$ cat src/rtl/bsh_pkg.sv
// Shared types, constants and helper functions for the byte stream hash core.
// Used by the multiplier, datapath, controller and top level; no dependencies.
`default_nettype none

package bsh_pkg;

   localparam int unsigned COUNT_BITS_DEFAULT = 32;
   localparam int unsigned NUM_WORDS          = 4;
   localparam int unsigned IDX_BITS           = 2;
   localparam logic [IDX_BITS-1:0] IDX_LAST   = IDX_BITS'(NUM_WORDS - 1);
   localparam logic [31:0] KEY_LENGTH_MAX     = 32'hFFFF_FFFF;

   localparam logic [63:0] INIT_WORDS [NUM_WORDS] = '{
      64'h243f_6a88_85a3_08d3, 64'h1319_8a2e_0370_7344,
      64'ha409_3822_299f_31d0, 64'h082e_fa98_ec4e_6c89
   };

   localparam logic [63:0] WORD_MUL [NUM_WORDS] = '{
      64'h9e37_79b1_85eb_ca87, 64'hc2b2_ae3d_27d4_eb4f,
      64'h1656_67b1_9e37_79f9, 64'hd6e8_feb8_6659_fd93
   };

   // Golden-ratio constant times (word index + 1), modulo 2^64
   localparam logic [63:0] GOLD_MULT [NUM_WORDS] = '{
      64'h9e37_79b9_7f4a_7c15, 64'h3c6e_f372_fe94_f82a,
      64'hdaa6_6d2c_7ddf_743f, 64'h78dd_e6e5_fd29_f054
   };

   localparam logic [63:0] FIN_MUL1 = 64'hbf58_476d_1ce4_e5b9;
   localparam logic [63:0] FIN_MUL2 = 64'h94d0_49bb_1331_11eb;

   typedef enum logic [1:0] {
      OP_ABSORB        = 2'd0,
      OP_ABSORB_FINISH = 2'd1,
      OP_FINISH        = 2'd2,
      OP_NONE          = 2'd3
   } op_type;

   typedef enum logic [1:0] {
      MUL_HOLD,
      MUL_LO,
      MUL_X1,
      MUL_X2
   } mul_step_type;

   typedef enum logic [1:0] {
      MSEL_WORD,
      MSEL_WORD_REV,
      MSEL_FIN1,
      MSEL_FIN2
   } mul_sel_type;

   typedef enum logic [3:0] {
      DP_NOP,
      DP_CAPTURE,
      DP_ABS_LOAD,
      DP_ABS_STORE,
      DP_FIN_LOAD,
      DP_FIN_MIX30,
      DP_FIN_MIX27,
      DP_FIN_STORE,
      DP_PUBLISH
   } dp_op_type;

   typedef struct packed {
      dp_op_type           op;
      mul_step_type        mul;
      mul_sel_type         msel;
      logic [IDX_BITS-1:0] idx;
   } dp_cmd_type;

   typedef enum logic [3:0] {
      ST_IDLE,
      ST_ABS_LOAD,
      ST_MUL_LO,
      ST_MUL_X1,
      ST_MUL_X2,
      ST_ABS_STORE,
      ST_FIN_LOAD,
      ST_FIN_MIX30,
      ST_FIN_MIX27,
      ST_FIN_STORE,
      ST_PUBLISH
   } ctrl_state_type;

   // Rotate left by the word's fixed amount, then xor-shift right by 31
   function automatic logic [63:0] rotate_mix(input logic [63:0] w,
                                              input logic [IDX_BITS-1:0] idx);
      logic [63:0] r;
      case (idx)
         2'd0:    r = {w[46:0], w[63:47]};
         2'd1:    r = {w[34:0], w[63:35]};
         2'd2:    r = {w[22:0], w[63:23]};
         default: r = {w[10:0], w[63:11]};
      endcase
      return r ^ (r >> 31);
   endfunction

endpackage

`default_nettype wire

$ cat src/rtl/bsh_mul.sv
// Iterative 64x64 multiplier keeping the low 64 bits of the product.
// One 32x32 multiplier, three steps per product; depends on bsh_pkg.
`default_nettype none

module bsh_mul (
   input  logic                 clock,
   input  bsh_pkg::mul_step_type step,
   input  logic [63:0]          a,
   input  logic [63:0]          b,
   output logic [63:0]          prod
);
   import bsh_pkg::*;

   logic [31:0] op_a;
   logic [31:0] op_b;
   logic [63:0] pp;
   logic [63:0] prod_ff;
   logic [63:0] prod_in;

   // low x low, then the two cross terms shifted up; high x high drops out
   always_comb begin
      case (step)
         MUL_X1: begin
            op_a = a[31:0];
            op_b = b[63:32];
         end
         MUL_X2: begin
            op_a = a[63:32];
            op_b = b[31:0];
         end
         default: begin
            op_a = a[31:0];
            op_b = b[31:0];
         end
      endcase
   end

   assign pp = op_a * op_b;

   always_comb begin
      case (step)
         MUL_LO:         prod_in = pp;
         MUL_X1, MUL_X2: prod_in = prod_ff + {pp[31:0], 32'b0};
         default:        prod_in = prod_ff;
      endcase
   end

   always_ff @(posedge clock) begin
      prod_ff <= prod_in;
   end

   assign prod = prod_ff;

endmodule

`default_nettype wire

$ cat src/rtl/bsh_dp.sv
// Datapath: running words, byte count, working register, multiplier and result registers.
// Driven by commands from bsh_ctrl; depends on bsh_pkg and bsh_mul.
`default_nettype none

module bsh_dp #(
   parameter int unsigned COUNT_BITS = bsh_pkg::COUNT_BITS_DEFAULT
) (
   input  logic                clock,
   input  logic                reset,
   input  bsh_pkg::dp_cmd_type cmd,
   input  logic [7:0]          data_byte,
   output logic [63:0]         digest_word_a,
   output logic [63:0]         digest_word_b,
   output logic [63:0]         digest_word_c,
   output logic [63:0]         digest_word_d,
   output logic [31:0]         key_length
);
   import bsh_pkg::*;

   logic [63:0]           words_ff [NUM_WORDS];
   logic [63:0]           words_in [NUM_WORDS];
   logic [COUNT_BITS-1:0] count_ff;
   logic [COUNT_BITS-1:0] count_in;
   logic [7:0]            byte_ff;
   logic [63:0]           acc_ff;
   logic [63:0]           acc_in;
   logic [63:0]           digest_ff [NUM_WORDS];
   logic [31:0]           key_length_ff;

   logic [63:0] count64;
   logic [63:0] word_sel;
   logic [63:0] absorb_term;
   logic [63:0] fin_mix;
   logic [63:0] mul_b;
   logic [63:0] prod;

   assign count64     = 64'(count_ff);
   assign word_sel    = words_ff[cmd.idx];
   assign absorb_term = 64'(byte_ff) + (count64 << (3'(cmd.idx) + 3'd1)) + GOLD_MULT[cmd.idx];
   assign fin_mix     = word_sel ^ prod;

   always_comb begin
      case (cmd.msel)
         MSEL_WORD:     mul_b = WORD_MUL[cmd.idx];
         MSEL_WORD_REV: mul_b = WORD_MUL[~cmd.idx];
         MSEL_FIN1:     mul_b = FIN_MUL1;
         default:       mul_b = FIN_MUL2;
      endcase
   end

   bsh_mul u_mul (
      .clock (clock),
      .step  (cmd.mul),
      .a     (acc_ff),
      .b     (mul_b),
      .prod  (prod)
   );

   always_comb begin
      case (cmd.op)
         DP_ABS_LOAD:  acc_in = word_sel ^ absorb_term;
         DP_FIN_LOAD:  acc_in = count64;
         DP_FIN_MIX30: acc_in = fin_mix ^ (fin_mix >> 30);
         DP_FIN_MIX27: acc_in = prod ^ (prod >> 27);
         default:      acc_in = acc_ff;
      endcase
   end

   always_comb begin
      words_in = words_ff;
      count_in = count_ff;
      case (cmd.op)
         DP_ABS_STORE: begin
            words_in[cmd.idx] = rotate_mix(prod, cmd.idx);
            if (cmd.idx == IDX_LAST && count_ff != {COUNT_BITS{1'b1}}) begin
               count_in = count_ff + COUNT_BITS'(1);
            end
         end
         DP_FIN_STORE: begin
            words_in[cmd.idx] = prod ^ (prod >> 31);
         end
         DP_PUBLISH: begin
            words_in = INIT_WORDS;
            count_in = '0;
         end
         default: begin
         end
      endcase
   end

   always_ff @(posedge clock) begin
      if (reset) begin
         words_ff <= INIT_WORDS;
         count_ff <= '0;
      end else begin
         words_ff <= words_in;
         count_ff <= count_in;
      end
   end

   always_ff @(posedge clock) begin
      acc_ff <= acc_in;
      if (cmd.op == DP_CAPTURE) begin
         byte_ff <= data_byte;
      end
      if (cmd.op == DP_PUBLISH) begin
         digest_ff     <= words_ff;
         key_length_ff <= (count64 > 64'(KEY_LENGTH_MAX)) ? KEY_LENGTH_MAX : count64[31:0];
      end
   end

   assign digest_word_a = digest_ff[0];
   assign digest_word_b = digest_ff[1];
   assign digest_word_c = digest_ff[2];
   assign digest_word_d = digest_ff[3];
   assign key_length    = key_length_ff;

endmodule

`default_nettype wire

$ cat src/rtl/bsh_ctrl.sv
// Controller state machine: handshakes, word sequencing and multiplier steps.
// Issues dp_cmd_type commands to bsh_dp; depends on bsh_pkg.
`default_nettype none

module bsh_ctrl (
   input  logic                clock,
   input  logic                reset,
   input  logic                req_valid,
   output logic                req_stall,
   input  logic [1:0]          req_op,
   output logic                rsp_valid,
   input  logic                rsp_stall,
   output bsh_pkg::dp_cmd_type cmd
);
   import bsh_pkg::*;

   ctrl_state_type      state_ff, state_in;
   ctrl_state_type      ret_ff, ret_in;
   logic [IDX_BITS-1:0] idx_ff, idx_in;
   mul_sel_type         msel_ff, msel_in;
   op_type              op_ff, op_in;
   logic                rsp_valid_ff, rsp_valid_in;
   logic                slot_free;
   logic                publish_fire;

   assign slot_free    = !rsp_valid_ff || !rsp_stall;
   assign publish_fire = (state_ff == ST_PUBLISH) && slot_free;

   // next state
   always_comb begin
      state_in = state_ff;
      ret_in   = ret_ff;
      idx_in   = idx_ff;
      msel_in  = msel_ff;
      op_in    = op_ff;
      case (state_ff)
         ST_IDLE: begin
            if (req_valid) begin
               op_in  = op_type'(req_op);
               idx_in = '0;
               case (op_type'(req_op))
                  OP_ABSORB, OP_ABSORB_FINISH: state_in = ST_ABS_LOAD;
                  OP_FINISH:                   state_in = ST_FIN_LOAD;
                  default:                     state_in = ST_IDLE;
               endcase
            end
         end
         ST_ABS_LOAD: begin
            state_in = ST_MUL_LO;
            ret_in   = ST_ABS_STORE;
            msel_in  = MSEL_WORD;
         end
         ST_MUL_LO: state_in = ST_MUL_X1;
         ST_MUL_X1: state_in = ST_MUL_X2;
         ST_MUL_X2: state_in = ret_ff;
         ST_ABS_STORE: begin
            if (idx_ff == IDX_LAST) begin
               idx_in   = '0;
               state_in = (op_ff == OP_ABSORB_FINISH) ? ST_FIN_LOAD : ST_IDLE;
            end else begin
               idx_in   = idx_ff + IDX_BITS'(1);
               state_in = ST_ABS_LOAD;
            end
         end
         ST_FIN_LOAD: begin
            state_in = ST_MUL_LO;
            ret_in   = ST_FIN_MIX30;
            msel_in  = MSEL_WORD_REV;
         end
         ST_FIN_MIX30: begin
            state_in = ST_MUL_LO;
            ret_in   = ST_FIN_MIX27;
            msel_in  = MSEL_FIN1;
         end
         ST_FIN_MIX27: begin
            state_in = ST_MUL_LO;
            ret_in   = ST_FIN_STORE;
            msel_in  = MSEL_FIN2;
         end
         ST_FIN_STORE: begin
            if (idx_ff == IDX_LAST) begin
               state_in = ST_PUBLISH;
            end else begin
               idx_in   = idx_ff + IDX_BITS'(1);
               state_in = ST_FIN_LOAD;
            end
         end
         ST_PUBLISH: begin
            if (slot_free) begin
               state_in = ST_IDLE;
            end
         end
         default: state_in = ST_IDLE;
      endcase

      if (publish_fire) begin
         rsp_valid_in = 1'b1;
      end else begin
         rsp_valid_in = rsp_valid_ff && rsp_stall;
      end
   end

   // outputs
   always_comb begin
      req_stall = 1'b1;
      cmd.op    = DP_NOP;
      cmd.mul   = MUL_HOLD;
      cmd.msel  = msel_ff;
      cmd.idx   = idx_ff;
      case (state_ff)
         ST_IDLE: begin
            req_stall = 1'b0;
            cmd.op    = req_valid ? DP_CAPTURE : DP_NOP;
         end
         ST_ABS_LOAD:  cmd.op  = DP_ABS_LOAD;
         ST_MUL_LO:    cmd.mul = MUL_LO;
         ST_MUL_X1:    cmd.mul = MUL_X1;
         ST_MUL_X2:    cmd.mul = MUL_X2;
         ST_ABS_STORE: cmd.op  = DP_ABS_STORE;
         ST_FIN_LOAD:  cmd.op  = DP_FIN_LOAD;
         ST_FIN_MIX30: cmd.op  = DP_FIN_MIX30;
         ST_FIN_MIX27: cmd.op  = DP_FIN_MIX27;
         ST_FIN_STORE: cmd.op  = DP_FIN_STORE;
         ST_PUBLISH:   cmd.op  = slot_free ? DP_PUBLISH : DP_NOP;
         default:      cmd.op  = DP_NOP;
      endcase
   end

   always_ff @(posedge clock) begin
      if (reset) begin
         state_ff     <= ST_IDLE;
         ret_ff       <= ST_IDLE;
         idx_ff       <= '0;
         msel_ff      <= MSEL_WORD;
         op_ff        <= OP_NONE;
         rsp_valid_ff <= 1'b0;
      end else begin
         state_ff     <= state_in;
         ret_ff       <= ret_in;
         idx_ff       <= idx_in;
         msel_ff      <= msel_in;
         op_ff        <= op_in;
         rsp_valid_ff <= rsp_valid_in;
      end
   end

   assign rsp_valid = rsp_valid_ff;

endmodule

`default_nettype wire

$ cat src/rtl/byte_stream_hash_256_core.sv
// Top level of the byte stream hash core: controller plus datapath.
// Depends on bsh_pkg, bsh_ctrl, bsh_dp (and bsh_mul below it).
`default_nettype none

//  channel | direction | handshake            | payload
//  --------+-----------+----------------------+-----------------------------------------
//  req     | in        | req_valid / req_stall | req_op, req_data_byte
//  rsp     | out       | rsp_valid / rsp_stall | rsp_digest_word_a..d, rsp_key_length
//
// An absorb byte is accepted, then each word in turn is loaded, put through three
// multiplier steps and stored, using the single 32x32 multiplier shared by all four words.
// A finish then forms three 64-bit products for each word and stores it, then publishes;
// op 3 is accepted and dropped.
// Synchronous active-high reset returns the running words to their initial constants,
// clears the byte count and drops rsp_valid; the result registers are not reset.
// rsp_stall holds the finished result in its output register while the next key streams
// in; only the publish of the following digest waits for that transfer.

module byte_stream_hash_256_core #(
   parameter int unsigned COUNT_BITS = bsh_pkg::COUNT_BITS_DEFAULT
) (
   input  logic        clock,
   input  logic        reset,
   input  logic        req_valid,
   output logic        req_stall,
   input  logic [1:0]  req_op,
   input  logic [7:0]  req_data_byte,
   output logic        rsp_valid,
   input  logic        rsp_stall,
   output logic [63:0] rsp_digest_word_a,
   output logic [63:0] rsp_digest_word_b,
   output logic [63:0] rsp_digest_word_c,
   output logic [63:0] rsp_digest_word_d,
   output logic [31:0] rsp_key_length
);
   import bsh_pkg::*;

   dp_cmd_type cmd;

   // Sequence words and multiplier steps; own both handshakes
   bsh_ctrl u_ctrl (
      .clock     (clock),
      .reset     (reset),
      .req_valid (req_valid),
      .req_stall (req_stall),
      .req_op    (req_op),
      .rsp_valid (rsp_valid),
      .rsp_stall (rsp_stall),
      .cmd       (cmd)
   );

   // Hold the hash state and the result registers
   bsh_dp #(
      .COUNT_BITS (COUNT_BITS)
   ) u_dp (
      .clock         (clock),
      .reset         (reset),
      .cmd           (cmd),
      .data_byte     (req_data_byte),
      .digest_word_a (rsp_digest_word_a),
      .digest_word_b (rsp_digest_word_b),
      .digest_word_c (rsp_digest_word_c),
      .digest_word_d (rsp_digest_word_d),
      .key_length    (rsp_key_length)
   );

   // A publish never overwrites a result that is still waiting for its transfer
   a_publish_slot_free: assert property (@(posedge clock) disable iff (reset)
      (cmd.op == DP_PUBLISH) |-> (!rsp_valid || !rsp_stall))
      else $error("publish while result pending");

   // A publish always presents a result in the next cycle
   a_publish_valid: assert property (@(posedge clock) disable iff (reset)
      (cmd.op == DP_PUBLISH) |=> rsp_valid)
      else $error("publish without rsp_valid");

   // Any accepted working op keeps the input stalled in the following cycle
   a_busy_after_accept: assert property (@(posedge clock) disable iff (reset)
      (req_valid && !req_stall && req_op != OP_NONE) |=> req_stall)
      else $error("input not stalled after accepted op");

endmodule

`default_nettype wire

$ cat config.mk
export PLATFORM = sky130hd
export DESIGN_NAME = byte_stream_hash_256_core
export DESIGN_NICKNAME = d
export VERILOG_FILES = /design/src/rtl/bsh_pkg.sv /design/src/rtl/bsh_mul.sv /design/src/rtl/bsh_dp.sv /design/src/rtl/bsh_ctrl.sv /design/src/rtl/byte_stream_hash_256_core.sv
export SDC_FILE = /design/constraint.sdc
export NUM_CORES = 2
export LEC_CHECK = 0
export BUFFER_PORTS_ARGS = -buffer_cell sky130_fd_sc_hd__buf_2
export CORE_MARGIN = 2
export CORE_UTILIZATION = 50
export CTS_CLUSTER_DIAMETER = 60
export CTS_CLUSTER_SIZE = 8
export DETAILED_ROUTE_END_ITERATION = 16
export GPL_TIMING_DRIVEN = 0
export PLACE_DENSITY = 0.69
export SLEW_MARGIN = 20
export SYNTH_ARGS = -nofsm -noshare
export SYNTH_HDL_FRONTEND = slang
export SYNTH_HIERARCHICAL = 1
export SYNTH_SLANG_ARGS = --single-unit
$ cat constraint.sdc
create_clock -name clock -period 17.9 [get_ports clock]
set_clock_uncertainty 0.05 [all_clocks]
set_input_delay 2.685 -clock clock [delete_from_list [all_inputs] [get_ports clock]]
set_output_delay 2.685 -clock clock [all_outputs]
set_load 0.01 [all_outputs]
==> results_dict.tcl <==
set metrics [dict create \
    grt_pass1_wl_mm 518.0 \
    status "finished, violations left" \
    critical-path-slowest-cell "dfxtp_1" \
    worst_path_most_repeated_cell "fa_1" \
    place.gp.congestion 1.115 \
    antenna_found_initial 38 \
    ys_types 120 \
    yosysSeqAreaShare 0.2562 \
    postPlaceCellArea_mm2 0.07782 \
    die_w_um 386.8 \
    netlist_area_mm2 0.07329 \
    row_count 140 \
    design_area_mm2 0.08114 \
    coreArea_mm2 0.1456 \
    numCtsBuffers 105 \
    vias 68660 \
    hold_viol_final 0 \
    die_h_um 386.8 \
    synth.yosys.warnings 6 \
    violations "negative setup slack" \
    fin_ws_ns -0.03255 \
    drtAntennaViolNets 0 \
    nFillCells 13020 \
    cts_hold_buf 0 \
    clk_latency_ns 0.76 \
    cp-start-kind "register" \
    synth_ff_type "edfxtp_1" \
    cts_root_buf "clkbuf_16" \
    fmax_mhz 55.76 \
    io_pins 304 \
    rsz0062_at_grt "false" \
    grt.total_usage 0.4976 \
    synth.top_cell.area_share 0.2469 \
    grt_max_degree 63 \
    avgViaCountPerCell 6.653 \
    ys_seq_elements 726 \
    min_period_ns 17.93 \
    worst_pin_slew_ns 1.458 \
    synth_area_leaders "fa_1 (25%), edfxtp_1 (17%), dfxtp_1 (8.2%)" \
    period_share 1.002 \
    crit_buf_inv 12 \
    slew_violations 0 \
    drt_iter0_drc 12880 \
    yosysMostFrequentCell "nand2_1" \
    wirelength_mm 378.4 \
    drcViolationCount 0 \
    die_area_mm2 0.1496 \
    drv_cap 0 \
    portBuffers 303 \
    path_class "register to register" \
    cp.arrival_ns 18.39 \
    area_growth_pct 10.72 \
    setup_violations 1 \
    clk_pin_slew_ns 0.05 \
    synth_common_cells "nand2_1 (1,056), inv_1 (951), fa_1 (904)" \
    wl_per_cell_um 36.66 \
    drt_first_pass_iters 13 \
    cp.required_ns 18.35 \
    synth_cells 7860 \
    synthArstFlopShare 0 \
    nets 9574 \
    clockBufferDepth 3 \
    hp-class "register to register" \
    slew_headroom 0.02790 \
    avgSynthCellArea_um2 9.324 \
    crit_path_end_kind "register" \
    grt_pass1_vias 65810 \
    synth_edf_count 424 \
    cts_num_sinks 726 \
    critPathMaxStageDelay_ns 0.86 \
    path_delay_family "adder cells" \
    htree_num_levels 3 \
    dp_hpwl_mm 304.1 \
    gr-total-overflow 0 \
    crit_fanout 13 \
    synth_top_cell_by_area "fa_1" \
    cts_tree "done" \
    drive_gt1_frac 0.09352 \
    initial_core_util 0.5035 \
]
## final timing paths
path | end | cells after the start | slack, ns | start
max | u_dp/u_mul/prod[61] | 43 | -0.03 | u_ctrl/idx_ff[0]
min | u_dp/key_length[28] | 0 | 0.37 | u_dp/count_ff[28]
max reg2reg | u_dp/u_mul/prod[61] | 43 | -0.03 | u_ctrl/idx_ff[0]
min reg2reg | u_dp/key_length[28] | 0 | 0.37 | u_dp/count_ff[28]
## flip-flops by register name, indices dropped and copies added, names as in the netlist, 4 cells and up
register,cells
u_dp/digest_word_a,64
u_dp/digest_word_c,64
u_dp/digest_word_d,64
u_dp/acc_ff,64
u_dp/key_length,32
u_ctrl/state_ff,4
u_dp/u_mul/prod,64
u_dp/digest_word_b,64
u_dp/byte_ff,8
u_dp/words_ff,256
u_ctrl/ret_ff,4
u_dp/count_ff,32
## cell type report
cell class / count / area [um^2] / share of cell area
diodes: 21 / 52.55 / 0.0006476
plain buffers: 555 / 2241 / 0.02762
clock buffers: 184 / 2955 / 0.03642
clock inverters: 13 / 244.0 / 0.003007
inverters: 956 / 3590 / 0.04424
multi-input cells: 5626 / 48990 / 0.6037
flip-flops and latches: 726 / 18780 / 0.2314
well taps: 1917 / 2399 / 0.02956
repair buffers: 323 / 1892 / 0.02332
## routing by layer
layer	share of wire	track usage	vias up
met2	0.38	0.6463	6195
met1	0.38	0.6770	34110
met4	0.059	0.2285	58
met3	0.18	0.2549	1299
li1	-	-	27000
met5	0.0034	0.03860	-
## cell usage in the layout, fill, tap and decap left out, types with 45 or more instances in the layout
master        n
clkbuf_1    496
xor2_1      146
mux2_2       78
a22oi_1     172
buf_1        49
nor2_1      836
nand2_1    1056
a21o_1       68
ha_1        363
fa_1        904
a222oi_1     69
and2_1       72
edfxtp_1    424
dfxtp_1     301
buf_2       335
o21ai_0     221
mux4_2       68
clkbuf_2     45
inv_1       951
nand3_1      71
a22o_1       58
xnor2_1     253
a21oi_1     408
a31oi_1     105
clkbuf_16   106
mux2i_1      87
## cell families (layout without fill, tap and decap cells)
kind of cell	count (synthesis)	after routing	share of synthesized area
and+or+nand+nor	2281	2281	0.1299
buffers and inverters	1511	2031	0.07869
AOI/OAI and AO/OA	1411	1411	0.1293
adders and majority gates	1267	1267	0.3089
DFF	726	726	0.2562
xor gates and xnor gates	400	400	0.04799
muxes	263	263	0.04893
other	1	25	0.00005117
## stage by stage
stage	utilization	worst slack, ns	hold slack [ns]	instances	TNS (ns)
floorplan	-	5.259	0.3529	7863	0
global placement	0.5304	-0.3228	0.3607	10080	-0.6063
detailed placement	0.5346	-0.1385	0.3652	10100	-0.1908
CTS	0.5566	0.2583	0.3777	10300	0
global route	0.5571	0.01504	0.3866	10300	0
finish	0.5574	-0.03255	0.3731	10320	-0.03255
## what timing repair did
action	4_1_cts	5_1_grt
endpoints found under the setup margin	2	5
buffers inserted	0	0
gates resized for setup	1	4
Power is left out: the tool's default activity adds up to more than one toggle a clock period on the data nets, which glitch-free logic cannot reach.
